===== src/sv/ucpm_pkg.sv =====
// Shared types, constants, microprogram ROM and helpers for the UTF-8 presence map.
// No dependencies.
package ucpm_pkg;

   // Map geometry
   localparam int MAP_WORD_BITS    = 32;
   localparam int CODE_POINT_COUNT = 65536;
   localparam int MAP_DEPTH        = CODE_POINT_COUNT / MAP_WORD_BITS;
   localparam int POINT_W          = $clog2(CODE_POINT_COUNT);
   localparam int CURSOR_W         = POINT_W + 1;
   localparam int WORD_IDX_W       = $clog2(MAP_DEPTH);
   localparam int BIT_IDX_W        = $clog2(MAP_WORD_BITS);

   localparam int SPACE_CODE = 32;
   localparam int SPACE_WORD = SPACE_CODE / MAP_WORD_BITS;
   localparam int SPACE_BIT  = SPACE_CODE % MAP_WORD_BITS;
   localparam logic [MAP_WORD_BITS-1:0] SPACE_MASK = MAP_WORD_BITS'(1) << SPACE_BIT;
   localparam logic [WORD_IDX_W-1:0]    SPACE_WORD_IDX = WORD_IDX_W'(SPACE_WORD);
   localparam logic [WORD_IDX_W-1:0]    LAST_WORD_IDX  = WORD_IDX_W'(MAP_DEPTH - 1);
   localparam logic [CURSOR_W-1:0]      CURSOR_START   = CURSOR_W'(SPACE_CODE);

   // Byte classes
   localparam logic [7:0] SPACE_BYTE = 8'(SPACE_CODE);
   localparam logic [7:0] CONT_MIN   = 8'h80;
   localparam logic [7:0] LEAD2_MIN  = 8'hC0;
   localparam logic [7:0] LEAD3_MIN  = 8'hE0;
   localparam logic [7:0] LEAD_MAX   = 8'hEF;
   localparam logic [7:0] BOM_BYTE0  = 8'hEF;
   localparam logic [7:0] BOM_BYTE1  = 8'hBB;
   localparam logic [7:0] BOM_BYTE2  = 8'hBF;

   typedef enum logic [1:0] {
      OP_FEED    = 2'd0,
      OP_FETCH   = 2'd1,
      OP_RESTART = 2'd2,
      OP_UNUSED  = 2'd3
   } op_type;

   typedef enum logic [1:0] {
      ST_OK    = 2'd0,
      ST_ERROR = 2'd1,
      ST_END   = 2'd2
   } status_type;

   typedef enum logic [1:0] {
      BOM_START,
      BOM_SEEN_EF,
      BOM_SEEN_BB,
      BOM_PAST
   } bom_type;

   typedef struct packed {
      logic [1:0] operation;
      logic [7:0] data_byte;
   } ucpm_req_type;

   typedef struct packed {
      logic [1:0]         status;
      logic [POINT_W-1:0] code_point;
   } ucpm_rsp_type;

   // Microprogram steps
   typedef enum logic [3:0] {
      STEP_CLEAR,
      STEP_IDLE,
      STEP_FEED,
      STEP_MARK,
      STEP_FETCH,
      STEP_SCAN_CHECK,
      STEP_SCAN_READ,
      STEP_SCAN_EVAL,
      STEP_END,
      STEP_STATUS,
      STEP_RESTART
   } step_type;

   typedef enum logic [2:0] {
      SEQ_NEXT,
      SEQ_JUMP,
      SEQ_BRANCH,       // cond ? target : next step
      SEQ_BRANCH_IDLE,  // cond ? target : idle
      SEQ_DISPATCH
   } seq_type;

   typedef enum logic [2:0] {
      COND_CLR_MORE,
      COND_MARK,
      COND_ERR,
      COND_END,
      COND_MISS
   } cond_type;

   typedef enum logic [2:0] {
      MEM_NONE,
      MEM_CLEAR,
      MEM_READ_MARK,
      MEM_WRITE_MARK,
      MEM_READ_SCAN
   } mem_op_type;

   typedef enum logic [2:0] {
      RSP_NONE,
      RSP_STATUS,
      RSP_HIT,
      RSP_END,
      RSP_OK
   } rsp_kind_type;

   typedef enum logic [2:0] {
      ACT_NONE,
      ACT_CLEAR_ADV,
      ACT_FEED,
      ACT_SCAN,
      ACT_RESTART
   } act_type;

   typedef struct packed {
      seq_type      seq;
      cond_type     cond;
      step_type     target;
      logic         wait_start;
      mem_op_type   mem_op;
      rsp_kind_type rsp;
      act_type      act;
   } ucpm_ctrl_type;

   typedef struct packed {
      logic clr_more;
      logic mark;
      logic err;
      logic at_end;
      logic miss;
   } ucpm_flags_type;

   typedef struct packed {
      logic               valid;
      logic [POINT_W-1:0] point;
   } ucpm_mark_type;

   typedef struct packed {
      logic               clr_more;
      logic               at_end;
      logic               hit;
      logic [POINT_W-1:0] point;
   } ucpm_scan_type;

   typedef struct packed {
      logic                 found;
      logic [BIT_IDX_W-1:0] idx;
   } ucpm_ffs_type;

   function automatic ucpm_ctrl_type ctrl_word(
      input seq_type seq, input cond_type cond, input step_type target,
      input logic wait_start, input mem_op_type mem_op, input rsp_kind_type rsp,
      input act_type act);
      ucpm_ctrl_type c;
      c.seq        = seq;
      c.cond       = cond;
      c.target     = target;
      c.wait_start = wait_start;
      c.mem_op     = mem_op;
      c.rsp        = rsp;
      c.act        = act;
      return c;
   endfunction

   // Control store: one word per step
   function automatic ucpm_ctrl_type ucpm_rom(input step_type step);
      ucpm_ctrl_type c;
      unique case (step)
         STEP_CLEAR:      c = ctrl_word(SEQ_BRANCH_IDLE, COND_CLR_MORE, STEP_CLEAR, 1'b0,
                                        MEM_CLEAR, RSP_NONE, ACT_CLEAR_ADV);
         STEP_IDLE:       c = ctrl_word(SEQ_DISPATCH, COND_ERR, STEP_IDLE, 1'b1,
                                        MEM_NONE, RSP_NONE, ACT_NONE);
         STEP_FEED:       c = ctrl_word(SEQ_BRANCH_IDLE, COND_MARK, STEP_MARK, 1'b0,
                                        MEM_READ_MARK, RSP_STATUS, ACT_FEED);
         STEP_MARK:       c = ctrl_word(SEQ_JUMP, COND_ERR, STEP_IDLE, 1'b0,
                                        MEM_WRITE_MARK, RSP_NONE, ACT_NONE);
         STEP_FETCH:      c = ctrl_word(SEQ_BRANCH, COND_ERR, STEP_STATUS, 1'b0,
                                        MEM_NONE, RSP_NONE, ACT_NONE);
         STEP_SCAN_CHECK: c = ctrl_word(SEQ_BRANCH, COND_END, STEP_END, 1'b0,
                                        MEM_NONE, RSP_NONE, ACT_NONE);
         STEP_SCAN_READ:  c = ctrl_word(SEQ_NEXT, COND_ERR, STEP_IDLE, 1'b0,
                                        MEM_READ_SCAN, RSP_NONE, ACT_NONE);
         STEP_SCAN_EVAL:  c = ctrl_word(SEQ_BRANCH_IDLE, COND_MISS, STEP_SCAN_CHECK, 1'b0,
                                        MEM_NONE, RSP_HIT, ACT_SCAN);
         STEP_END:        c = ctrl_word(SEQ_JUMP, COND_ERR, STEP_IDLE, 1'b0,
                                        MEM_NONE, RSP_END, ACT_NONE);
         STEP_STATUS:     c = ctrl_word(SEQ_JUMP, COND_ERR, STEP_IDLE, 1'b0,
                                        MEM_NONE, RSP_STATUS, ACT_NONE);
         STEP_RESTART:    c = ctrl_word(SEQ_JUMP, COND_ERR, STEP_CLEAR, 1'b0,
                                        MEM_NONE, RSP_OK, ACT_RESTART);
         default:         c = ctrl_word(SEQ_JUMP, COND_ERR, STEP_IDLE, 1'b0,
                                        MEM_NONE, RSP_NONE, ACT_NONE);
      endcase
      return c;
   endfunction

   // Lowest set bit of a map word
   function automatic ucpm_ffs_type ucpm_first_set(input logic [MAP_WORD_BITS-1:0] v);
      ucpm_ffs_type r;
      r = '0;
      for (int i = MAP_WORD_BITS - 1; i >= 0; i--) begin
         if (v[i]) begin
            r.found = 1'b1;
            r.idx   = BIT_IDX_W'(i);
         end
      end
      return r;
   endfunction

endpackage


===== src/sv/ucpm_seq.sv =====
// Microprogram sequencer: step counter, control store lookup, branches and dispatch.
// Depends on ucpm_pkg.
module ucpm_seq
   import ucpm_pkg::*;
(
   input  logic           clock,
   input  logic           reset,
   input  logic           start,
   input  logic [1:0]     operation,
   input  ucpm_flags_type flags,
   output ucpm_ctrl_type  ctrl
);

   step_type upc_ff, upc_in;
   step_type step_next;
   logic     cond_true;

   always_ff @(posedge clock) begin
      if (reset) begin
         upc_ff <= STEP_CLEAR;
      end else begin
         upc_ff <= upc_in;
      end
   end

   always_comb begin
      ctrl      = ucpm_rom(upc_ff);
      step_next = step_type'(upc_ff + 4'd1);

      unique case (ctrl.cond)
         COND_CLR_MORE: cond_true = flags.clr_more;
         COND_MARK:     cond_true = flags.mark;
         COND_ERR:      cond_true = flags.err;
         COND_END:      cond_true = flags.at_end;
         COND_MISS:     cond_true = flags.miss;
         default:       cond_true = 1'b0;
      endcase

      unique case (ctrl.seq)
         SEQ_NEXT:        upc_in = step_next;
         SEQ_JUMP:        upc_in = ctrl.target;
         SEQ_BRANCH:      upc_in = cond_true ? ctrl.target : step_next;
         SEQ_BRANCH_IDLE: upc_in = cond_true ? ctrl.target : STEP_IDLE;
         SEQ_DISPATCH: begin
            if (start) begin
               unique case (operation)
                  OP_FEED:    upc_in = STEP_FEED;
                  OP_FETCH:   upc_in = STEP_FETCH;
                  OP_RESTART: upc_in = STEP_RESTART;
                  default:    upc_in = STEP_STATUS;
               endcase
            end else begin
               upc_in = STEP_IDLE;
            end
         end
         default:         upc_in = STEP_IDLE;
      endcase
   end

endmodule


===== config.mk =====
export PLATFORM = sky130hd
export DESIGN_NAME = ucpm_seq
export DESIGN_NICKNAME = d
export VERILOG_FILES = /design/src/sv/ucpm_pkg.sv /design/src/sv/ucpm_seq.sv
export SDC_FILE = /design/constraint.sdc
export NUM_CORES = 1
export LEC_CHECK = 0
export BUFFER_PORTS_ARGS = -buffer_cell sky130_fd_sc_hd__buf_2
export CAP_MARGIN = 20
export CORE_MARGIN = 4
export CORE_UTILIZATION = 55
export CTS_CLUSTER_SIZE = 25
export DETAILED_ROUTE_END_ITERATION = 7
export PLACE_DENSITY = 0.94
export SYNTH_ARGS = -nofsm -noshare
export SYNTH_HDL_FRONTEND = slang
export SYNTH_SLANG_ARGS = --single-unit

===== constraint.sdc =====
create_clock -name clock -period 5.6 [get_ports clock]
set_clock_uncertainty 0.05 [all_clocks]
set_input_delay 1.12 -clock clock [delete_from_list [all_inputs] [get_ports clock]]
set_output_delay 1.12 -clock clock [all_outputs]
set_load 0.01 [all_outputs]

**Yosys cells after proc, flatten, opt, wreduce, memory -nomap -nowiden**

Memory sizes are Yosys's and may differ from the RTL's. A register that Yosys moved wholly into a read port is not among the register bits.
Index checks and enable logic that the tools add are counted.

- Flip-flop bits (word level): 4
- Memory bits (read-only): 320
- Input port bits: 10
- Output and inout port bits: 20
- Word-level logic and storage cells: 23
- Memories kept: 1

- Add/subtract/negate cells: 1
- Equality and inequality tests: 10
- Mux-type cells: 7
- Reduce and logical (&&, ||, !) cells: 3

Memory list:

| name | depth | bits a word | rd ports | clocked after memory_dff | write ports | line | text |
|---|---|---|---|---|---|---|---|
| (no name shown) | 16 | 20 | 1 | 1 | 0 | ucpm_pkg.sv:170 | `unique case (step)` |

Operators with widths:

| operator | count |
|---|---|
| case mux 4 bit (5 select lines) | 1 |
| 2-to-1 mux 4 bit | 4 |
| equality test 3 x 2 -> 1 bit (second input constant) | 4 |
| case mux 4 bit (3 select lines) | 1 |
| equality test 3 x 1 -> 1 bit (second input constant) | 2 |
| equality test 3 bit (second input constant) | 2 |
| zero test 3 bit | 2 |
| case mux 1 bit (5 select lines) | 1 |
| adder 4 x 1 -> 4 bit (second input constant) | 1 |
| equality test 2 x 1 -> 1 bit (second input constant) | 1 |
| equality test 2 bit (second input constant) | 1 |
| zero test 2 bit | 1 |

**Depth between registers and ports, before layout**

- Depth in word-level cells: 5
- Mapped depth: 10
- Mapped depth without buffers: 9

**Least setup slack after synthesis**

Ideal clock, no wire load.

- Path type: input to register
- From: input flags[1] (netlist name)
- To: register ctrl[3] (netlist name)
- Library setup time: 0.114 ns
- Data arrival time: 2.636 ns
- Required time: 5.436 ns
- Slack: 2.800 ns
- Stages: 8
- Buffers on the path: 0
- Cell sequence: mux2i_1 > o22ai_2 > or2_4 > o311ai_4 > nand2b_4 > ha_1 > and3_2 > a21o_1

- Longest elaborated chain between the ends: 4
- Elaborated cells on any way between the ends: 5
- Classes of those cells: 5 x mux

Ends and longest elaborated chain:

| element | line | text |
|---|---|---|
| start: declaration | ucpm_seq.sv:10 | `input ucpm_flags_type flags,` |
| case mux 1 bit (5 select lines) * | ucpm_seq.sv:30 | `unique case (ctrl.cond)` |
| 2-to-1 mux 4 bit, on equally long branches | ucpm_seq.sv:43, ucpm_seq.sv:42 |  |
| case mux 4 bit (5 select lines) * | ucpm_seq.sv:39 | `unique case (ctrl.seq)` |
| 2-to-1 mux 4 bit (no line) * | -- |  |

Mark *: on every way between the ends. The rest lies on a longest branch, timed or not.
A chain may end at the register's enable or synchronous reset.

**Final worst setup path**

- From: input flags[1] (netlist name)
- To: register ctrl[10] (netlist name)

- Longest elaborated chain between the ends: 4
- Elaborated cells on any way between the ends: 5
- Classes of those cells: 5 x mux

Ends and longest elaborated chain:

| element | line |
|---|---|
| case mux 1 bit (5 select lines) * | ucpm_seq.sv:30 |
| 2-to-1 mux 4 bit, on equally long branches | ucpm_seq.sv:43, ucpm_seq.sv:42 |
| case mux 4 bit (5 select lines) * | ucpm_seq.sv:39 |
| 2-to-1 mux 4 bit (no line) * | -- |

Marked as above.

==> qor.yml <==
run_status:
  status: "completed"
placement:
  port_buffers: 29
  dp_slack_ns: 2.45
  place_congestion: 0.892
  dpl_cell_area_um2: 1290
  place_hpwl_mm: 1.94
sta:
  slew_headroom: 0.464
  finalWorstSetupSlack_ns: 2.79
  worst_slew_pin_slew_ns: 0.798
  finalSetupViolations: 0
  fmax_mhz: 356
  rsz0062_at_grt: "false"
  period_needed_ns: 2.81
  finalMaxSlewViolations: 0
  hold_viol_final: 0
  fin_crit_sh: 0.502
  fin_tns_setup_ns: 0
routing:
  drt_first_pass_iters: 4
  viasPerCell: 5.43
  drtIter0Drc: 15
  wl_per_cell_um: 14.2
  drtAntennaViolNets: 0
  wirelength_mm: 2.44
  drc: 0
  via_count: 934
setup_path:
  cp_max_fo: 6
  critical_path.top_delay_family: "simple AND/OR/NAND/NOR gates"
  crit_type: "in -> reg"
  rr_endpoint: "ctrl[10]"
  r2r_cells: 6
  cp_slowest_stage_delay_ns: 0.31
  rr_startpoint: "ctrl[9]"
  ff2ff_setup_slack_ns: 3.08
  cp.arrival_ns: 3.01
  cp_num_buf_inv: 2
  cp.required_ns: 5.79
  endpoint_kind: "flip-flop"
  setup.worst_path.start_class: "primary input"
  cp_cell_sequence: "buf_2 > mux2i_1 > o22ai_2 > nor4_1 > nor3_2 > nor2_2 > inv_2 > ha_1 > mux2_2 > a22oi_1"
  slowest_stage: "nor4_1"
power_and_ir_drop:
  p_leak_uw: 0.000683
  peakVddDrop_mv: 0.265
  pwr_density_cell_nw_per_um2: 458
logic_synthesis:
  synth_seq_cells: 21
  avgSynthCellArea_um2: 9.86
  syn_area_um2: 1170
  ys_types: 48
  synth_compound_area_frac: 0.201
  synth_fa_ha_area_frac: 0.0853
  synth-main-ff-cell: "dfxtp_1"
  synth_nets: 137
  synth_top_family_by_area: "simple AND/OR/NAND/NOR gates"
  synth-simple-area-share: 0.219
  yosys_warnings: 0
  synth_seq_area_share: 0.358
  synth-xor-area-share: 0.0149
  synth_edf_count: 0
  synthArstFlopShare: 0
  synthMuxAreaShare: 0.0437
  synthesis.instances: 119
floorplan:
  die_y_um: 54.2
  io_pins: 30
  start_util: 0.586
  rows: 16
  die-width_um: 54.2
  dieArea_um2: 2940
  core_um2: 2000
hold_path:
  hold_path_class: "reg -> reg"
  hold_start: "ctrl[11]"
  worstHoldEndpoint: "upc_ff[1]"
  min_path_cells: 3
clock_tree:
  ctsHoldBuffers: 0
  cts_resized: 0
  cts.sinks: 21
  cts_setup_buffers: 0
  clock_latency_ns: 0.31
  cts_tree: "done"
  ctsLongestPathBuffers: 2
  cts_inserted_buffers: 3
  clk_pin_slew_ns: 0.11
  cts-root-buf: "clkbuf_4"
  cts_max_level: 1
finish:
  layout_common_cells: "buf_2, dfxtp_1, ha_1, inv_1"
  final_util: 0.661
  stdcell_area_um2: 1320
  fin_nets: 164
  drive_gt1_frac: 0.352
  diodes: 0
  areaGrowthSynthToFinish_pct: 12.7
  layout_commonest_cell: "buf_2"
global_route:
  first_global_vias: 916
  grt_use_total: 0.193
  antenna_found_initial: 0
  grt_pass1_wl_mm: 4.12
  grt-ovfl-total: 0
  grt_max_degree: 13
flow_run:
  cap_violations: 0
## state kept, by name, summed over array words and instances, names as in the netlist
signal	flops
ctrl	17
upc_ff	4
## worst max-delay path by stage
stage | from | end | cells past startpoint
final | flags[1] | ctrl[10] | 10
after floorplan | flags[1] | ctrl[3] | 8
after detailed placement | flags[1] | ctrl[10] | 10
after global placement | flags[1] | ctrl[3] | 9
after global routing | flags[1] | ctrl[10] | 10
after CTS | flags[1] | ctrl[10] | 10
## stage by stage
stage	hold slack (ns)	total power, uW	std cells
after floorplan	0.660	467	119
after global placement	0.651	522	168
after detailed placement	0.650	538	168
after CTS	0.675	610	172
after global routing	0.727	657	172
final	0.682	606	172
## cell usage after synthesis (2+ instances only)
master    count  area share
nor2_1        5       0.016
buf_6         2       0.019
a21o_1        5       0.032
o211ai_1      3       0.019
nand2_1       5       0.016
ha_1          8       0.085
a21oi_1       4       0.017
inv_1         7       0.022
a22oi_1       2       0.013
nand3_1       2      0.0085
a32oi_1       2       0.015
nor3_2        2       0.017
nor3_1        4       0.017
buf_4         4       0.026
xor2_1        2       0.015
and2_1        4       0.021
and3_1        2       0.011
mux2i_1       4       0.034
dfxtp_1      21        0.36
nor4_1        2       0.011
inv_2         2      0.0064
## tightest hold or removal path, delay by kind of cell (launching register included)
kind	cells	cell delay, ns
flops	1	0.35
simple gates	2	0.17
compound gates	1	0.18
## kinds of logic (layout without fill, tap and decap cells)
| kind of cell | after synthesis | after routing |
|---|---|---|
| AOI/OAI and AO/OA | 28 | 28 |
| xor gates and xnor gates | 2 | 2 |
| adders and majority gates | 8 | 8 |
| buffers and inverters | 16 | 42 |
| DFF | 21 | 21 |
| muxes | 5 | 5 |
| and+or+nand+nor | 39 | 39 |
## layer usage
| metal | share of wire | GRT usage | wire length (um) | vias to the layer above |
|---|---|---|---|---|
| met5 | 0 | 0 | 0 | - |
| met3 | 0.038 | 0.0194 | 94 | 5 |
| met1 | 0.44 | 0.245 | 1070 | 436 |
| met2 | 0.50 | 0.327 | 1230 | 19 |
| met4 | 0.018 | 0.0871 | 45 | 0 |
| li1 | - | - | - | 474 |
## final cells by class
type,count,area [um^2]
clock buffers,3,22.5
clock inverters,1,5.00
fillers,174,679
flip-flops and latches,21,420
repair buffers,29,145
inverters,9,33.8
well taps,27,33.8
multi-input cells,82,662
## power breakdown
group	total (uW)	internal, uW	switching (uW)
Combinational	293	130	163
Sequential	240	189	51.3
Clock	72.9	26.7	46.1
Total	606	345	260
Note: power is estimated with default switching activity, not from simulation.
