<file path="config.mk">
export PLATFORM = sky130hd
export DESIGN_NAME = ucpm_decoder
export DESIGN_NICKNAME = d
export VERILOG_FILES = /design/src/sv/ucpm_pkg.sv /design/src/sv/ucpm_decoder.sv
export SDC_FILE = /design/constraint.sdc
export NUM_CORES = 1
export LEC_CHECK = 0
export BUFFER_PORTS_ARGS = -buffer_cell sky130_fd_sc_hd__buf_4
export CORE_MARGIN = 4
export CORE_UTILIZATION = 50
export CTS_BUF_LIST = sky130_fd_sc_hd__clkbuf_4
export CTS_CLUSTER_DIAMETER = 200
export DETAILED_ROUTE_END_ITERATION = 12
export PLACE_DENSITY = 0.87
export SETUP_SLACK_MARGIN = 0.5
export SLEW_MARGIN = 5
export SYNTH_ARGS = -nofsm -noshare
export SYNTH_HDL_FRONTEND = slang
export SYNTH_SLANG_ARGS = --single-unit
</file>
<file path="constraint.sdc">
create_clock -name clock -period 1.7 [get_ports clock]
set_clock_uncertainty 0.1 [all_clocks]
set_input_delay 0.085 -clock clock [delete_from_list [all_inputs] [get_ports clock]]
set_output_delay 0.085 -clock clock [all_outputs]
set_load 0.02 [all_outputs]
</file>
<file path="src/sv/ucpm_pkg.sv">
// Shared types, constants, microprogram ROM and helpers for the UTF-8 presence map.
// No dependencies.
package ucpm_pkg;

   // Map geometry
   localparam int MAP_WORD_BITS    = 32;
   localparam int CODE_POINT_COUNT = 65536;
   localparam int MAP_DEPTH        = CODE_POINT_COUNT / MAP_WORD_BITS;
   localparam int POINT_W          = $clog2(CODE_POINT_COUNT);
   localparam int CURSOR_W         = POINT_W + 1;
   localparam int WORD_IDX_W       = $clog2(MAP_DEPTH);
   localparam int BIT_IDX_W        = $clog2(MAP_WORD_BITS);

   localparam int SPACE_CODE = 32;
   localparam int SPACE_WORD = SPACE_CODE / MAP_WORD_BITS;
   localparam int SPACE_BIT  = SPACE_CODE % MAP_WORD_BITS;
   localparam logic [MAP_WORD_BITS-1:0] SPACE_MASK = MAP_WORD_BITS'(1) << SPACE_BIT;
   localparam logic [WORD_IDX_W-1:0]    SPACE_WORD_IDX = WORD_IDX_W'(SPACE_WORD);
   localparam logic [WORD_IDX_W-1:0]    LAST_WORD_IDX  = WORD_IDX_W'(MAP_DEPTH - 1);
   localparam logic [CURSOR_W-1:0]      CURSOR_START   = CURSOR_W'(SPACE_CODE);

   // Byte classes
   localparam logic [7:0] SPACE_BYTE = 8'(SPACE_CODE);
   localparam logic [7:0] CONT_MIN   = 8'h80;
   localparam logic [7:0] LEAD2_MIN  = 8'hC0;
   localparam logic [7:0] LEAD3_MIN  = 8'hE0;
   localparam logic [7:0] LEAD_MAX   = 8'hEF;
   localparam logic [7:0] BOM_BYTE0  = 8'hEF;
   localparam logic [7:0] BOM_BYTE1  = 8'hBB;
   localparam logic [7:0] BOM_BYTE2  = 8'hBF;

   typedef enum logic [1:0] {
      OP_FEED    = 2'd0,
      OP_FETCH   = 2'd1,
      OP_RESTART = 2'd2,
      OP_UNUSED  = 2'd3
   } op_type;

   typedef enum logic [1:0] {
      ST_OK    = 2'd0,
      ST_ERROR = 2'd1,
      ST_END   = 2'd2
   } status_type;

   typedef enum logic [1:0] {
      BOM_START,
      BOM_SEEN_EF,
      BOM_SEEN_BB,
      BOM_PAST
   } bom_type;

   typedef struct packed {
      logic [1:0] operation;
      logic [7:0] data_byte;
   } ucpm_req_type;

   typedef struct packed {
      logic [1:0]         status;
      logic [POINT_W-1:0] code_point;
   } ucpm_rsp_type;

   // Microprogram steps
   typedef enum logic [3:0] {
      STEP_CLEAR,
      STEP_IDLE,
      STEP_FEED,
      STEP_MARK,
      STEP_FETCH,
      STEP_SCAN_CHECK,
      STEP_SCAN_READ,
      STEP_SCAN_EVAL,
      STEP_END,
      STEP_STATUS,
      STEP_RESTART
   } step_type;

   typedef enum logic [2:0] {
      SEQ_NEXT,
      SEQ_JUMP,
      SEQ_BRANCH,       // cond ? target : next step
      SEQ_BRANCH_IDLE,  // cond ? target : idle
      SEQ_DISPATCH
   } seq_type;

   typedef enum logic [2:0] {
      COND_CLR_MORE,
      COND_MARK,
      COND_ERR,
      COND_END,
      COND_MISS
   } cond_type;

   typedef enum logic [2:0] {
      MEM_NONE,
      MEM_CLEAR,
      MEM_READ_MARK,
      MEM_WRITE_MARK,
      MEM_READ_SCAN
   } mem_op_type;

   typedef enum logic [2:0] {
      RSP_NONE,
      RSP_STATUS,
      RSP_HIT,
      RSP_END,
      RSP_OK
   } rsp_kind_type;

   typedef enum logic [2:0] {
      ACT_NONE,
      ACT_CLEAR_ADV,
      ACT_FEED,
      ACT_SCAN,
      ACT_RESTART
   } act_type;

   typedef struct packed {
      seq_type      seq;
      cond_type     cond;
      step_type     target;
      logic         wait_start;
      mem_op_type   mem_op;
      rsp_kind_type rsp;
      act_type      act;
   } ucpm_ctrl_type;

   typedef struct packed {
      logic clr_more;
      logic mark;
      logic err;
      logic at_end;
      logic miss;
   } ucpm_flags_type;

   typedef struct packed {
      logic               valid;
      logic [POINT_W-1:0] point;
   } ucpm_mark_type;

   typedef struct packed {
      logic               clr_more;
      logic               at_end;
      logic               hit;
      logic [POINT_W-1:0] point;
   } ucpm_scan_type;

   typedef struct packed {
      logic                 found;
      logic [BIT_IDX_W-1:0] idx;
   } ucpm_ffs_type;

   function automatic ucpm_ctrl_type ctrl_word(
      input seq_type seq, input cond_type cond, input step_type target,
      input logic wait_start, input mem_op_type mem_op, input rsp_kind_type rsp,
      input act_type act);
      ucpm_ctrl_type c;
      c.seq        = seq;
      c.cond       = cond;
      c.target     = target;
      c.wait_start = wait_start;
      c.mem_op     = mem_op;
      c.rsp        = rsp;
      c.act        = act;
      return c;
   endfunction

   // Control store: one word per step
   function automatic ucpm_ctrl_type ucpm_rom(input step_type step);
      ucpm_ctrl_type c;
      unique case (step)
         STEP_CLEAR:      c = ctrl_word(SEQ_BRANCH_IDLE, COND_CLR_MORE, STEP_CLEAR, 1'b0,
                                        MEM_CLEAR, RSP_NONE, ACT_CLEAR_ADV);
         STEP_IDLE:       c = ctrl_word(SEQ_DISPATCH, COND_ERR, STEP_IDLE, 1'b1,
                                        MEM_NONE, RSP_NONE, ACT_NONE);
         STEP_FEED:       c = ctrl_word(SEQ_BRANCH_IDLE, COND_MARK, STEP_MARK, 1'b0,
                                        MEM_READ_MARK, RSP_STATUS, ACT_FEED);
         STEP_MARK:       c = ctrl_word(SEQ_JUMP, COND_ERR, STEP_IDLE, 1'b0,
                                        MEM_WRITE_MARK, RSP_NONE, ACT_NONE);
         STEP_FETCH:      c = ctrl_word(SEQ_BRANCH, COND_ERR, STEP_STATUS, 1'b0,
                                        MEM_NONE, RSP_NONE, ACT_NONE);
         STEP_SCAN_CHECK: c = ctrl_word(SEQ_BRANCH, COND_END, STEP_END, 1'b0,
                                        MEM_NONE, RSP_NONE, ACT_NONE);
         STEP_SCAN_READ:  c = ctrl_word(SEQ_NEXT, COND_ERR, STEP_IDLE, 1'b0,
                                        MEM_READ_SCAN, RSP_NONE, ACT_NONE);
         STEP_SCAN_EVAL:  c = ctrl_word(SEQ_BRANCH_IDLE, COND_MISS, STEP_SCAN_CHECK, 1'b0,
                                        MEM_NONE, RSP_HIT, ACT_SCAN);
         STEP_END:        c = ctrl_word(SEQ_JUMP, COND_ERR, STEP_IDLE, 1'b0,
                                        MEM_NONE, RSP_END, ACT_NONE);
         STEP_STATUS:     c = ctrl_word(SEQ_JUMP, COND_ERR, STEP_IDLE, 1'b0,
                                        MEM_NONE, RSP_STATUS, ACT_NONE);
         STEP_RESTART:    c = ctrl_word(SEQ_JUMP, COND_ERR, STEP_CLEAR, 1'b0,
                                        MEM_NONE, RSP_OK, ACT_RESTART);
         default:         c = ctrl_word(SEQ_JUMP, COND_ERR, STEP_IDLE, 1'b0,
                                        MEM_NONE, RSP_NONE, ACT_NONE);
      endcase
      return c;
   endfunction

   // Lowest set bit of a map word
   function automatic ucpm_ffs_type ucpm_first_set(input logic [MAP_WORD_BITS-1:0] v);
      ucpm_ffs_type r;
      r = '0;
      for (int i = MAP_WORD_BITS - 1; i >= 0; i--) begin
         if (v[i]) begin
            r.found = 1'b1;
            r.idx   = BIT_IDX_W'(i);
         end
      end
      return r;
   endfunction

endpackage

</file>
<file path="src/sv/ucpm_decoder.sv">
// UTF-8 byte decoder: pending count, gathered bits, byte order mark tracking, sticky error.
// Depends on ucpm_pkg.
module ucpm_decoder
   import ucpm_pkg::*;
(
   input  logic          clock,
   input  logic          reset,
   input  act_type       act,
   input  logic [7:0]    data_byte,
   output ucpm_mark_type mark,
   output logic          err_ff,
   output logic          err_in
);

   logic [1:0]         pending_ff, pending_in;
   logic [POINT_W-1:0] partial_ff, partial_in;
   bom_type            bom_ff, bom_in;
   logic               skip_mark;
   logic [POINT_W-1:0] done_point;

   always_ff @(posedge clock) begin
      if (reset) begin
         pending_ff <= '0;
         partial_ff <= '0;
         bom_ff     <= BOM_START;
         err_ff     <= 1'b0;
      end else begin
         pending_ff <= pending_in;
         partial_ff <= partial_in;
         bom_ff     <= bom_in;
         err_ff     <= err_in;
      end
   end

   always_comb begin
      pending_in = pending_ff;
      partial_in = partial_ff;
      bom_in     = bom_ff;
      err_in     = err_ff;
      mark       = '0;
      skip_mark  = 1'b0;
      done_point = partial_ff | {10'b0, data_byte[5:0]};

      if (act == ACT_RESTART) begin
         pending_in = '0;
         partial_in = '0;
         bom_in     = BOM_START;
         err_in     = 1'b0;
      end else if (act == ACT_FEED && !err_ff) begin
         unique case (bom_ff)
            BOM_START:   bom_in = (data_byte == BOM_BYTE0) ? BOM_SEEN_EF : BOM_PAST;
            BOM_SEEN_EF: bom_in = (data_byte == BOM_BYTE1) ? BOM_SEEN_BB : BOM_PAST;
            BOM_SEEN_BB: begin
               skip_mark = (data_byte == BOM_BYTE2);
               bom_in    = BOM_PAST;
            end
            default:     bom_in = BOM_PAST;
         endcase

         priority if (pending_ff == 2'd2) begin
            partial_in = partial_ff | {4'b0, data_byte[5:0], 6'b0};
            pending_in = 2'd1;
         end else if (pending_ff == 2'd1) begin
            pending_in = 2'd0;
            partial_in = '0;
            mark.valid = !skip_mark;
            mark.point = done_point;
         end else if (data_byte == 8'h00 || data_byte > LEAD_MAX) begin
            err_in = 1'b1;
         end else if (data_byte >= LEAD3_MIN) begin
            partial_in = {data_byte[3:0], 12'b0};
            pending_in = 2'd2;
         end else if (data_byte >= LEAD2_MIN) begin
            partial_in = {5'b0, data_byte[4:0], 6'b0};
            pending_in = 2'd1;
         end else if (data_byte >= CONT_MIN) begin
            err_in = 1'b1;
         end else if (data_byte >= SPACE_BYTE) begin
            mark.valid = 1'b1;
            mark.point = {8'b0, data_byte};
         end else begin
            // control bytes 01-1F: drop
         end
      end
   end

endmodule

</file>
==> impl_metrics.csv, run 1 <==
group,metric,value,unit
floorplanning,initial_core_util,55.1,%
sta,worstEpCategory,"primary output",
synth,yosys.area.top_type_share,34.6,%
place,post-dp-hpwl,1860,um
floorplanning,fp.dieW,49.7,um
synth,synthCells,102,
synth,synth.avg_cell_area,8.51,um^2
global_route,antenna_found_initial,0,
place,dp_slack,0.0677,ns
outcome,outcome,"did not finish",
synth,synth_area,868,um^2
outcome,stop_stage,"global routing",
synth,yosys_warnings,0,
floorplanning,rows,14,
floorplanning,io_pins,32,
clocking,cts_sinks,15,
synth,ys_top_cells_by_area,"dfxtp_1 35%, and3_1 7.9%, a22o_1 6.1%",
clocking,root_buffer,"clkbuf_4",
synth,synth_cell_type_count,32,
synth,syn_nets,117,
synth,ys_seq_elements,15,
floorplanning,fp.dieH,49.7,um
global_route,grt_max_degree,12,
sta,crit_endpoint,"mark[16]",
clocking,clk_path_buf_depth,2,
clocking,cts_buffers,3,
synth,ys_seq_area_share,34.6,%
place,place_congestion,0.935,
synth,post-synth-top-area-cell,"dfxtp_1",
clocking,cts-htree-levels,1,
outcome,stop_error,"[ERROR DPL-0033] detailed placement checks failed during check placement.",
place,port_buffers,31,
synthesized netlist by cell type:
cell      count
nor3b_1       3
a31o_1        2
buf_2         1
nor3_4        1
ha_1          2
or3b_4        1
o21ai_2       1
nand4b_1      1
o21a_1        1
a31oi_1       1
nor2_4        1
nor3_1        4
and2_1        7
a21boi_1      2
a21bo_2       1
nor4_1        2
nor4b_2       1
and4bb_2      1
and3_1       11
dfxtp_1      15
nor2b_1       2
nor2_1        5
nand2_1       8
nand3_1       3
a22o_1        6
o21ai_1       5
nor2_2        1
clkbuf_1      1
a21oi_1       4
inv_1         3
o211a_1       1
nand4_1       4
timing repair:
action | in CTS
gates resized for setup | 18
setup endpoints to repair | 31
endpoints found under the hold margin | 9
hold buffers | 6
setup buffers | 7
pin swaps | 6
per-stage QoR:
stage	instances	util [%]	cell area [um^2]
floorplan	102	-	955
global placement	152	78.3	1230
detailed placement	152	78.3	1230
CTS	169	91.7	1450
logic make-up after synthesis:
logic type	count (synthesis)	synth area share, %
AND/OR/NAND/NOR	56	40.3
AO/OA/AOI/OAI	24	19.9
flip-flops	15	34.6
buffers and inverters	5	2.30
adder cells (fa/ha/maj)	2	2.88
==> run 2, diff against run 1 <==
==> config.mk (replaced) <==
export PLATFORM = sky130hd
export DESIGN_NAME = ucpm_decoder
export DESIGN_NICKNAME = d
export VERILOG_FILES = /design/src/sv/ucpm_pkg.sv /design/src/sv/ucpm_decoder.sv
export SDC_FILE = /design/constraint.sdc
export NUM_CORES = 1
export LEC_CHECK = 0
export BUFFER_PORTS_ARGS = -buffer_cell sky130_fd_sc_hd__buf_4
export CORE_AREA = 4 4 65 67
export DETAILED_ROUTE_END_ITERATION = 12
export DIE_AREA = 0 0 69 71
export PLACE_DENSITY_LB_ADDON = 0.15
export SLEW_MARGIN = 5
export SYNTH_ARGS = -nofsm -noshare
export SYNTH_HDL_FRONTEND = slang
export SYNTH_SLANG_ARGS = --single-unit
==> run 2 against run 1 <==
Net effect: synthesized cell count unchanged; synthesized area unchanged; the flow now finishes without violations.
==> impl_metrics.csv, run 2 <==
group,metric,value,unit
route,post_drt_wl_per_cell,13.9,um
run,drv_cap,0,
finish,drive_above_1_share,47.4,%
synth,synth_edf_count,0,
global_route,grt_pass1_wl,4530,um
floorplanning,die_area,4900,um^2
global_route,grt-ovfl-total,0,
clocking,cts_sinks,15,
global_route,grt_usage,11.3,%
floorplanning,io_pins,32,
route,routed_wl,2780,um
min_path,min_path_type,"in2reg",
global_route,grt_pass1_vias,983,
sta,worst_slew_pin_slew,0.486,ns
floorplanning,initial_core_util,23.9,%
finish,top_register,"partial_ff",
finish,n_antenna_cell,0,
place,placedCellCount,191,
setup_path,cp-start-kind,"flip-flop",
power_and_ir_drop,netSwitchingPower,208,uW
finish,layout.cells.non_filler,200,
synth,ys_seq_elements,15,
finish,final_common_cell,"buf_4",
floorplanning,design.core.area,3630,um^2
setup_path,path_class,"reg2out",
outcome,outcome,"finished clean",
synth,ys_top_cells_by_area,"dfxtp_1 35%, and3_1 7.9%, a22o_1 6.1%",
synth,synth-async-reset-ratio,0,%
route,num_vias,960,
sta,fmax,593,MHz
synth,yosys.area.top_type_share,34.6,%
global_route,grt_max_degree,13,
clocking,cts-htree-levels,1,
sta,worst_slew_margin_rel,67.6,%
place,port_buffers,31,
synth,synth_most_common_cell,"dfxtp_1",
place,place_area,1240,um^2
power_and_ir_drop,switching_share,26.2,%
synth,post-synth-top-area-cell,"dfxtp_1",
synth,synth_commonest_cells,"15 x dfxtp_1, 11 x and3_1, 8 x nand2_1",
finish,largest_reg_flops,10,
finish,area_delta_synth_final,65.7,%
synth,yosys_warnings,0,
sta,rsz0062_at_grt,"true",
clocking,cts_buffers,3,
synth,syn_nets,117,
clocking,clock_latency,0.25,ns
place,post-dp-hpwl,2080,um
finish,num-nets-final,168,
global_route,antenna_found_initial,0,
clocking,tritoncts,"built",
route,route.detailed.drc,0,
setup_path,crit_start,"pending_ff[0]$_SDFFE_PP0P_",
clocking,cts.reportedPaths.clkPinSlew,0.07,ns
sta,setup_viol,0,
route,drtIter0Drc,48,
synth,synth_cell_type_count,32,
setup_path,cp-end-kind,"output port",
setup_path,rrSetupSlack,0.14,ns
route,ant_nets,0,
clocking,root_buffer,"clkbuf_8",
finish,reg.largest.list,"partial_ff: 10 flops, bom_ff: 2 flops, pending_ff: 2 flops",
setup_path,cp.required,1.51,ns
synth,ys_seq_area_share,34.6,%
setup_path,cp.arrival,1.50,ns
floorplanning,rows,22,
power_and_ir_drop,vdd_drop_max,0.000283,V
finish,postLayoutCoreUtil,39.6,%
power_and_ir_drop,power_frac_comb,18.0,%
min_path,hold_start,"data_byte[4]",
power_and_ir_drop,p_clk_share,37.1,%
setup_path,cp_max_fo,5,
route,drt_pass1_iterations,4,
setup_path,r2r-start,"pending_ff[0]$_SDFFE_PP0P_",
synth,synth_area,868,um^2
synth,synth_flop_cell,"dfxtp_1",
sta,drv_slew,0,
floorplanning,fp.dieH,71,um
synth,synth.avg_cell_area,8.51,um^2
power_and_ir_drop,powerDensity,553,nW/um^2
clocking,clk_path_buf_depth,2,
place,place_congestion,0.789,
finish,final_cell_mix,"36 x buf_4, 13 x dfxtp_1, 11 x and3_1, 9 x buf_6, 8 x nand2_1",
power_and_ir_drop,p_int,587,uW
sta,post-route-min-period,1.69,ns
finish,design_area,1440,um^2
power_and_ir_drop,pwr-share-seq,44.9,%
floorplanning,fp.dieW,69,um
sta,hold_viol,0,
sta,fin_setup_tns,0,ns
synth,synthCells,102,
sta,period_share,99.3,%
route,vias_per_cell,4.80,
power_and_ir_drop,p_leak,0.000640,uW
## run 2: final cells by class
class / instances / area [um^2]
Timing Repair Buffer: 48 / 402
Clock inverter: 1 / 5.00
Sequential cell: 15 / 308
Tap cell: 48 / 60.1
Fill cell: 395 / 2190
Multi-Input combinational cell: 82 / 609
Inverter: 3 / 13.8
Clock buffer: 3 / 41.3
## run 2: final timing paths
kind,endpoint,cells past startpoint
min,partial_ff[10]$_SDFFE_PP0P_,2
max reg2reg,pending_ff[1]$_SDFFE_PP0P_,8
max,mark[2],7
min reg2reg,partial_ff[14]$_SDFFE_PP0P_,2
## run 2: per-stage QoR
stage          setup WS, ns  hold slack [ns]  total power, uW
3_5_place_dp         0.0673            0.200              493
3_3_place_gp         0.0831            0.195              493
5_1_grt             -0.0536           0.0167              834
2_1_floorplan        0.0393           0.0643              422
6_report             0.0125           0.0113              796
4_1_cts            -0.00453          0.00592              802
## run 2: cell families (layout without fill, tap and decap cells)
| kind of cell | Yosys count | count (layout) | share of synthesized area, % |
|---|---|---|---|
| AOI/OAI and AO/OA | 24 | 24 | 19.9 |
| adders and majority gates | 2 | 2 | 2.88 |
| buffers and inverters | 5 | 55 | 2.30 |
| DFF | 15 | 15 | 34.6 |
| and+or+nand+nor | 56 | 56 | 40.3 |
## run 2: layer usage
layer | vias up | part of all wire (%) | GRT usage (%)
met5 | - | 0 | 0
met4 | 0 | 2.4 | 5.21
met3 | 6 | 3.1 | 2.56
met2 | 22 | 47 | 18.5
met1 | 451 | 47 | 14.0
li1 | 481 | - | -
## run 2: worst max-delay path: stages, from the launching register on
cell	delay (ns)
dfxtp_4	0.37
inv_4	0.04
ha_4	0.16
nor3_4	0.14
o21a_1	0.18
buf_6	0.12
and2_4	0.14
buf_6	0.11
## run 2: timing repair
| action | CTS | global route |
|---|---|---|
| hold buffers | 3 | 0 |
| endpoints found under the hold margin | 3 | 0 |
| pin swaps | 2 | 4 |
| resized for setup | 16 | 14 |
| setup buffers | 0 | 2 |
| endpoints found under the setup margin | 18 | 14 |
## run 2: power by group through the flow
| stage | sequential, uW | combinational (uW) | clock (uW) |
|---|---|---|---|
| floorplan | 368 | 54.1 | 0 |
| detailed placement | 368 | 126 | 0 |
| CTS | 360 | 137 | 305 |
| global route | 358 | 155 | 321 |
| finish | 358 | 143 | 295 |
| global placement | 368 | 125 | 0 |
Note: power is estimated with default switching activity, not from simulation.
==> run 3, diff against run 2 <==
--- a/config.mk
+++ b/config.mk
@@ -5,7 +5,8 @@
 export SDC_FILE = /design/constraint.sdc
 export NUM_CORES = 1
 export LEC_CHECK = 0
-export BUFFER_PORTS_ARGS = -buffer_cell sky130_fd_sc_hd__buf_4
+export BUFFER_PORTS_ARGS = -buffer_cell sky130_fd_sc_hd__buf_2
+export CAP_MARGIN = 20
 export CORE_AREA = 4 4 65 67
 export DETAILED_ROUTE_END_ITERATION = 12
 export DIE_AREA = 0 0 69 71
==> constraint.sdc (replaced) <==
create_clock -name clock -period 1.85 [get_ports clock]
set_clock_uncertainty 0.1 [all_clocks]
set_input_delay 0.0925 -clock clock [delete_from_list [all_inputs] [get_ports clock]]
set_output_delay 0.0925 -clock clock [all_outputs]
set_load 0.02 [all_outputs]
==> run 3 against run 2 <==
Net effect: combinational power shrank 24%; flip-flop and latch count is the same; clock power shrank 6%; sequential power shrank 8.1%; non-clock buffer count shrank 8; final cell count shrank 4.0%; worst setup slack gained 0.037 ns; global-route usage grew 0.16 points; register-to-register slack gained 0.13 ns; critical path type unchanged; highest routed layer unchanged.
==> impl_metrics.csv, run 3 (synthesized netlist as in run 2, its figures left out) <==
group,metric,value,unit
global_route,grt_usage,11.5,%
sta,fmax,555,MHz
clocking,root_buffer,"clkbuf_8",
sta,period_share,97.3,%
setup_path,cp-end-kind,"output port",
clocking,cts.reportedPaths.clkPinSlew,0.07,ns
route,drt_pass1_iterations,2,
finish,seqCellArea,308,um^2
clocking,cts_buffers,3,
floorplanning,design.core.area,3630,um^2
power_and_ir_drop,vdd_drop_max,0.000422,V
finish,fill_cells,409,
setup_path,cp_max_fo,5,
sta,hold_viol,0,
finish,top_register,"partial_ff",
setup_path,cp.arrival,1.61,ns
finish,final_common_cell,"buf_2",
place,place_area,1130,um^2
floorplanning,initial_core_util,23.9,%
setup_path,critical-path-slowest-cell,"dfxtp_4",
clocking,clock_latency,0.25,ns
sta,worst_slew_pin_slew,0.434,ns
clocking,cts-htree-levels,1,
route,routed_wl,2700,um
place,post-dp-hpwl,1970,um
global_route,grt_pass1_wl,4510,um
floorplanning,fp.dieW,69,um
route,route.detailed.drc,0,
clocking,cts_sinks,15,
route,post_drt_wl_per_cell,14.1,um
place,placedCellCount,186,
global_route,grt_pass1_vias,915,
global_route,antenna_found_initial,0,
min_path,min_path_type,"in2reg",
route,drtIter0Drc,69,
route,ant_nets,0,
sta,post-route-min-period,1.80,ns
sta,rsz0062_at_grt,"true",
finish,largest_reg_flops,10,
setup_path,cp.required,1.66,ns
outcome,outcome,"finished clean",
finish,layout.cells.non_filler,192,
route,vias_per_cell,4.82,
finish,reg.largest.list,"partial_ff: 10 flops, bom_ff: 2 flops, pending_ff: 2 flops",
sta,drv_slew,0,
power_and_ir_drop,p_leak,0.000587,uW
run,drv_cap,0,
finish,drive_above_1_share,43.1,%
floorplanning,rows,22,
finish,multiInputGateArea,589,um^2
setup_path,cpPeakStageDelay,0.38,ns
clocking,tritoncts,"built",
finish,num-nets-final,160,
sta,setup_viol,0,
finish,area_delta_synth_final,47.4,%
floorplanning,fp.dieH,71,um
setup_path,crit_chain,"inv_4 > ha_4 > nor3_4 > o21a_1 > buf_6 > and2_4 > buf_6",
global_route,grt_max_degree,13,
finish,n_antenna_cell,0,
place,port_buffers,31,
setup_path,critPathBufInv,3,
setup_path,path_class,"reg2out",
sta,worst_slew_margin_rel,71.0,%
route,num_vias,926,
place,place_congestion,0.783,
floorplanning,die_area,4900,um^2
finish,design_area,1280,um^2
setup_path,cp-start-kind,"flip-flop",
clocking,clk_path_buf_depth,2,
power_and_ir_drop,powerDensity,557,nW/um^2
setup_path,crit_top_cell,"buf_6",
floorplanning,io_pins,32,
finish,final_cell_mix,"25 x buf_2, 13 x dfxtp_1, 11 x and3_1, 8 x nand2_1, 8 x buf_4",
setup_path,path_delay_family,"flip-flops",
global_route,grt-ovfl-total,0,
==> run 3: changes by cell type in the layout (fill, tap and decap cells not counted) <==
| cell | change |
|---|---|
| buf_4 | -28 |
| buf_2 | +25 |
| buf_6 | -3 |
| dlygate4sd3_1 | -2 |
| a21oi_1 | +1 |
| a21oi_2 | -1 |
| inv_1 | +1 |
| inv_2 | -1 |
| nor3_1 | +1 |
| nor3_4 | -1 |
| nor3b_1 | +1 |
| nor3b_2 | -1 |
==> run 3: stage by stage <==
step           hold slack [ns]  TNS (ns)  worst slack [ns]  utilization [%]  total power [uW]
5_1_grt                 0.0423    -0.311           -0.0426             35.2               749
3_5_place_dp             0.230         0             0.122             31.0               438
2_1_floorplan           0.0718         0             0.182                -               388
4_1_cts                 0.0173         0            0.0169             33.0               720
6_report                0.0249         0            0.0493             35.2               713
3_3_place_gp             0.227         0             0.171             31.0               438
==> run 3: final timing paths <==
kind,startpoint,to,slack [ns],cells after the start
setup / recovery,pending_ff[0]$_SDFFE_PP0P_,mark[2],0.05,7
hold / removal,data_byte[3],partial_ff[9]$_SDFFE_PP0P_,0.02,2
setup reg to reg,pending_ff[0]$_SDFFE_PP0P_,partial_ff[7]$_SDFFE_PP0P_,0.27,6
hold reg to reg,partial_ff[12]$_SDFFE_PP0P_,partial_ff[12]$_SDFFE_PP0P_,0.35,2
==> run 3: final cells by class <==
| cell class | instances | area share (%) |
|---|---|---|
| well taps | 48 | 4.69 |
| flip-flops and latches | 15 | 24.0 |
| inverters | 3 | 1.08 |
| multi-input cells | 82 | 46.0 |
| clock inverters | 1 | 0.391 |
| clock buffers | 3 | 3.23 |
| repair buffers | 40 | 20.5 |
==> run 3: where the power goes <==
group	total, uW	internal (uW)	switching (uW)	leakage (uW)
Combinational	108	46.7	61.3	0.000439
Sequential	329	325	4.31	0.000123
Clock	276	149	127	0.0000255
==> run 3: repair_timing <==
item | in CTS | in global routing
endpoints found under the setup margin | 12 | 12
buffers inserted | 1 | 0
hold buffers | 1 | 0
gates resized for setup | 3 | 25
pin swaps | 1 | 3
endpoints found under the hold margin | 1 | 0
==> run 3: layer usage <==
metal  vias up  global-route usage, %  part of all wire [%]
li1        464                      -                     -
met1       437                   14.1                    45
met4         0                   4.34                   1.5
met2        21                   18.4                    48
met3         4                   3.98                   5.4
met5         -                      0                     0
==> run 4, diff against run 3 <==
==> constraint.sdc (replaced) <==
create_clock -name clock -period 1.62 [get_ports clock]
set_clock_uncertainty 0.1 [all_clocks]
set_input_delay 0.081 -clock clock [delete_from_list [all_inputs] [get_ports clock]]
set_output_delay 0.081 -clock clock [all_outputs]
set_load 0.02 [all_outputs]
==> run 4 against run 3 <==
Net effect: the flow now finishes with violations (negative setup slack); clock power is 13% higher; via count is 6.7% higher; register-to-register slack worse by 0.25 ns; final cell count is 5.2% higher; worst setup slack worse by 0.14 ns; non-clock buffer count is 10 higher; total power is 17% higher; clock-buffer cell count stayed put; critical path type unchanged; largest cell class unchanged; largest power group unchanged.
==> impl_metrics.csv, run 4 (synthesized netlist as in run 2, its figures left out) <==
group,metric,value,unit
setup_path,cp.arrival,1.53,ns
clocking,clock_latency,0.25,ns
floorplanning,rows,22,
power_and_ir_drop,switching_share,27.0,%
sta,post-route-min-period,1.72,ns
sta,fmax,583,MHz
floorplanning,design.core.area,3630,um^2
power_and_ir_drop,vdd_drop_max,0.000262,V
setup_path,cp-start-kind,"flip-flop",
power_and_ir_drop,netSwitchingPower,226,uW
setup_path,crit_start,"pending_ff[0]$_SDFFE_PP0P_",
place,post-dp-hpwl,2060,um
clocking,cts_buffers,3,
power_and_ir_drop,powerDensity,557,nW/um^2
global_route,grt-ovfl-total,0,
floorplanning,fp.dieH,71,um
clocking,root_buffer,"clkbuf_8",
finish,final_common_cell,"buf_4",
outcome,violations,"negative setup slack",
setup_path,crit_chain,"inv_4 > ha_4 > nor3_4 > o21a_4 > a21boi_2 > buf_6",
setup_path,critical-path-slowest-cell,"dfxtp_4",
floorplanning,fp.dieW,69,um
route,ant_nets,0,
finish,top_register,"partial_ff",
finish,reg.largest.list,"partial_ff: 10 flops, bom_ff: 2 flops, pending_ff: 2 flops",
power_and_ir_drop,power_frac_comb,17.6,%
global_route,grt_max_degree,12,
place,dp_slack,-0.0754,ns
clocking,tritoncts,"built",
floorplanning,initial_core_util,23.9,%
setup_path,rrSetupSlack,0.02,ns
finish,final_cell_mix,"19 x buf_4, 17 x buf_6, 13 x dfxtp_1, 13 x buf_2, 8 x nand2_1",
setup_path,r2r_cells,6,
power_and_ir_drop,power,836,uW
sta,worst_slew_margin_rel,77.1,%
route,drt_pass1_iterations,4,
sta,hold_viol,0,
sta,setup_viol,18,
finish,drive_above_1_share,53.2,%
place,port_buffers,31,
global_route,grt_pass1_wl,4620,um
run,drv_cap,0,
route,vias_per_cell,4.89,
finish,num-nets-final,170,
setup_path,cpPeakStageDelay,0.38,ns
sta,worst_slack,-0.0955,ns
outcome,outcome,"finished, violations left",
floorplanning,die_area,4900,um^2
route,num_vias,988,
route,routed_wl,2860,um
sta,rsz0062_at_grt,"true",
setup_path,cp_max_fo,6,
global_route,grt_usage,11.7,%
sta,hold_slack,0.0207,ns
finish,area_delta_synth_final,73.1,%
floorplanning,io_pins,32,
clocking,clk_path_buf_depth,2,
place,place_congestion,0.808,
power_and_ir_drop,p_clk_share,37.4,%
power_and_ir_drop,p_leak,0.000644,uW
global_route,grt_pass1_vias,989,
setup_path,r2r-end,"partial_ff[9]$_SDFFE_PP0P_",
min_path,min_to,"partial_ff[9]$_SDFFE_PP0P_",
route,route.detailed.drc,0,
setup_path,cp.required,1.44,ns
setup_path,path_class,"reg2out",
clocking,cts.reportedPaths.clkPinSlew,0.06,ns
clocking,cts-htree-levels,1,
sta,period_share,106,%
min_path,hold_start,"data_byte[3]",
finish,n_antenna_cell,0,
global_route,antenna_found_initial,0,
route,post_drt_wl_per_cell,14.1,um
setup_path,critPathBufInv,2,
route,drtIter0Drc,31,
power_and_ir_drop,p_int,611,uW
min_path,min_path_type,"in2reg",
sta,drv_slew,0,
min_path,hold_depth,2,
power_and_ir_drop,pwr-share-seq,44.9,%
setup_path,r2r-start,"pending_ff[0]$_SDFFE_PP0P_",
setup_path,cp-end-kind,"output port",
setup_path,path_delay_family,"flip-flops",
finish,largest_reg_flops,10,
sta,worst_slew_pin_slew,0.342,ns
clocking,cts_sinks,15,
run 4: cell types whose count changed in the layout (fill, tap and decap cells not counted), sizes merged:
| cell | previous run | this run |
|---|---|---|
| buf | 39 | 49 |
run 4: cell type report:
class / count / area (um^2)
flip-flops and latches: 15 / 308
clock inverters: 1 / 5.00
inverters: 3 / 16.3
clock buffers: 3 / 41.3
fillers: 371 / 2130
multi-input cells: 82 / 663
repair buffers: 50 / 409
well taps: 48 / 60.1
run 4: per-stage QoR:
| step | util [%] | setup TNS (ns) | cell area (um^2) | std cells |
|---|---|---|---|---|
| 2_1_floorplan | - | 0 | 875 | 102 |
| 3_3_place_gp | 32.8 | -0.266 | 1190 | 192 |
| 3_5_place_dp | 32.8 | -0.944 | 1190 | 192 |
| 4_1_cts | 39.3 | -1.02 | 1430 | 200 |
| 5_1_grt | 41.4 | -2.15 | 1500 | 202 |
| 6_report | 41.4 | -1.04 | 1500 | 202 |
run 4: worst max-delay path by stage:
stage                to  slack [ns]  cells past startpoint
6_report       mark[16]        -0.1                      6
5_1_grt        mark[16]       -0.16                      6
4_1_cts        mark[16]       -0.10                      6
3_5_place_dp   mark[16]       -0.08                      6
3_3_place_gp   mark[16]       -0.05                      6
2_1_floorplan  mark[16]        0.07                      5
run 4: metal layers:
metal / vias to the layer above / part of all wire, % / GRT usage [%]
met1: 470 / 44 / 13.7
met5: - / 0 / 0
met2: 24 / 49 / 20.0
met4: 0 / 2.6 / 6.07
li1: 486 / - / -
met3: 8 / 4.2 / 2.70
run 4: repair_timing:
item | in CTS | in global routing
setup buffers | 5 | 2
setup endpoints to repair | 28 | 28
hold buffers | 1 | 0
resized for setup | 50 | 15
hold endpoints to repair | 1 | 0
pin swaps | 5 | 7
run 4: power groups by stage:
stage / Combinational, uW / Sequential, uW / Clock [uW]
after floorplan: 57.5 / 386 / 0
after global placement: 125 / 386 / 0
after detailed placement: 126 / 386 / 0
after CTS: 138 / 375 / 324
after global routing: 159 / 376 / 344
final: 148 / 376 / 313
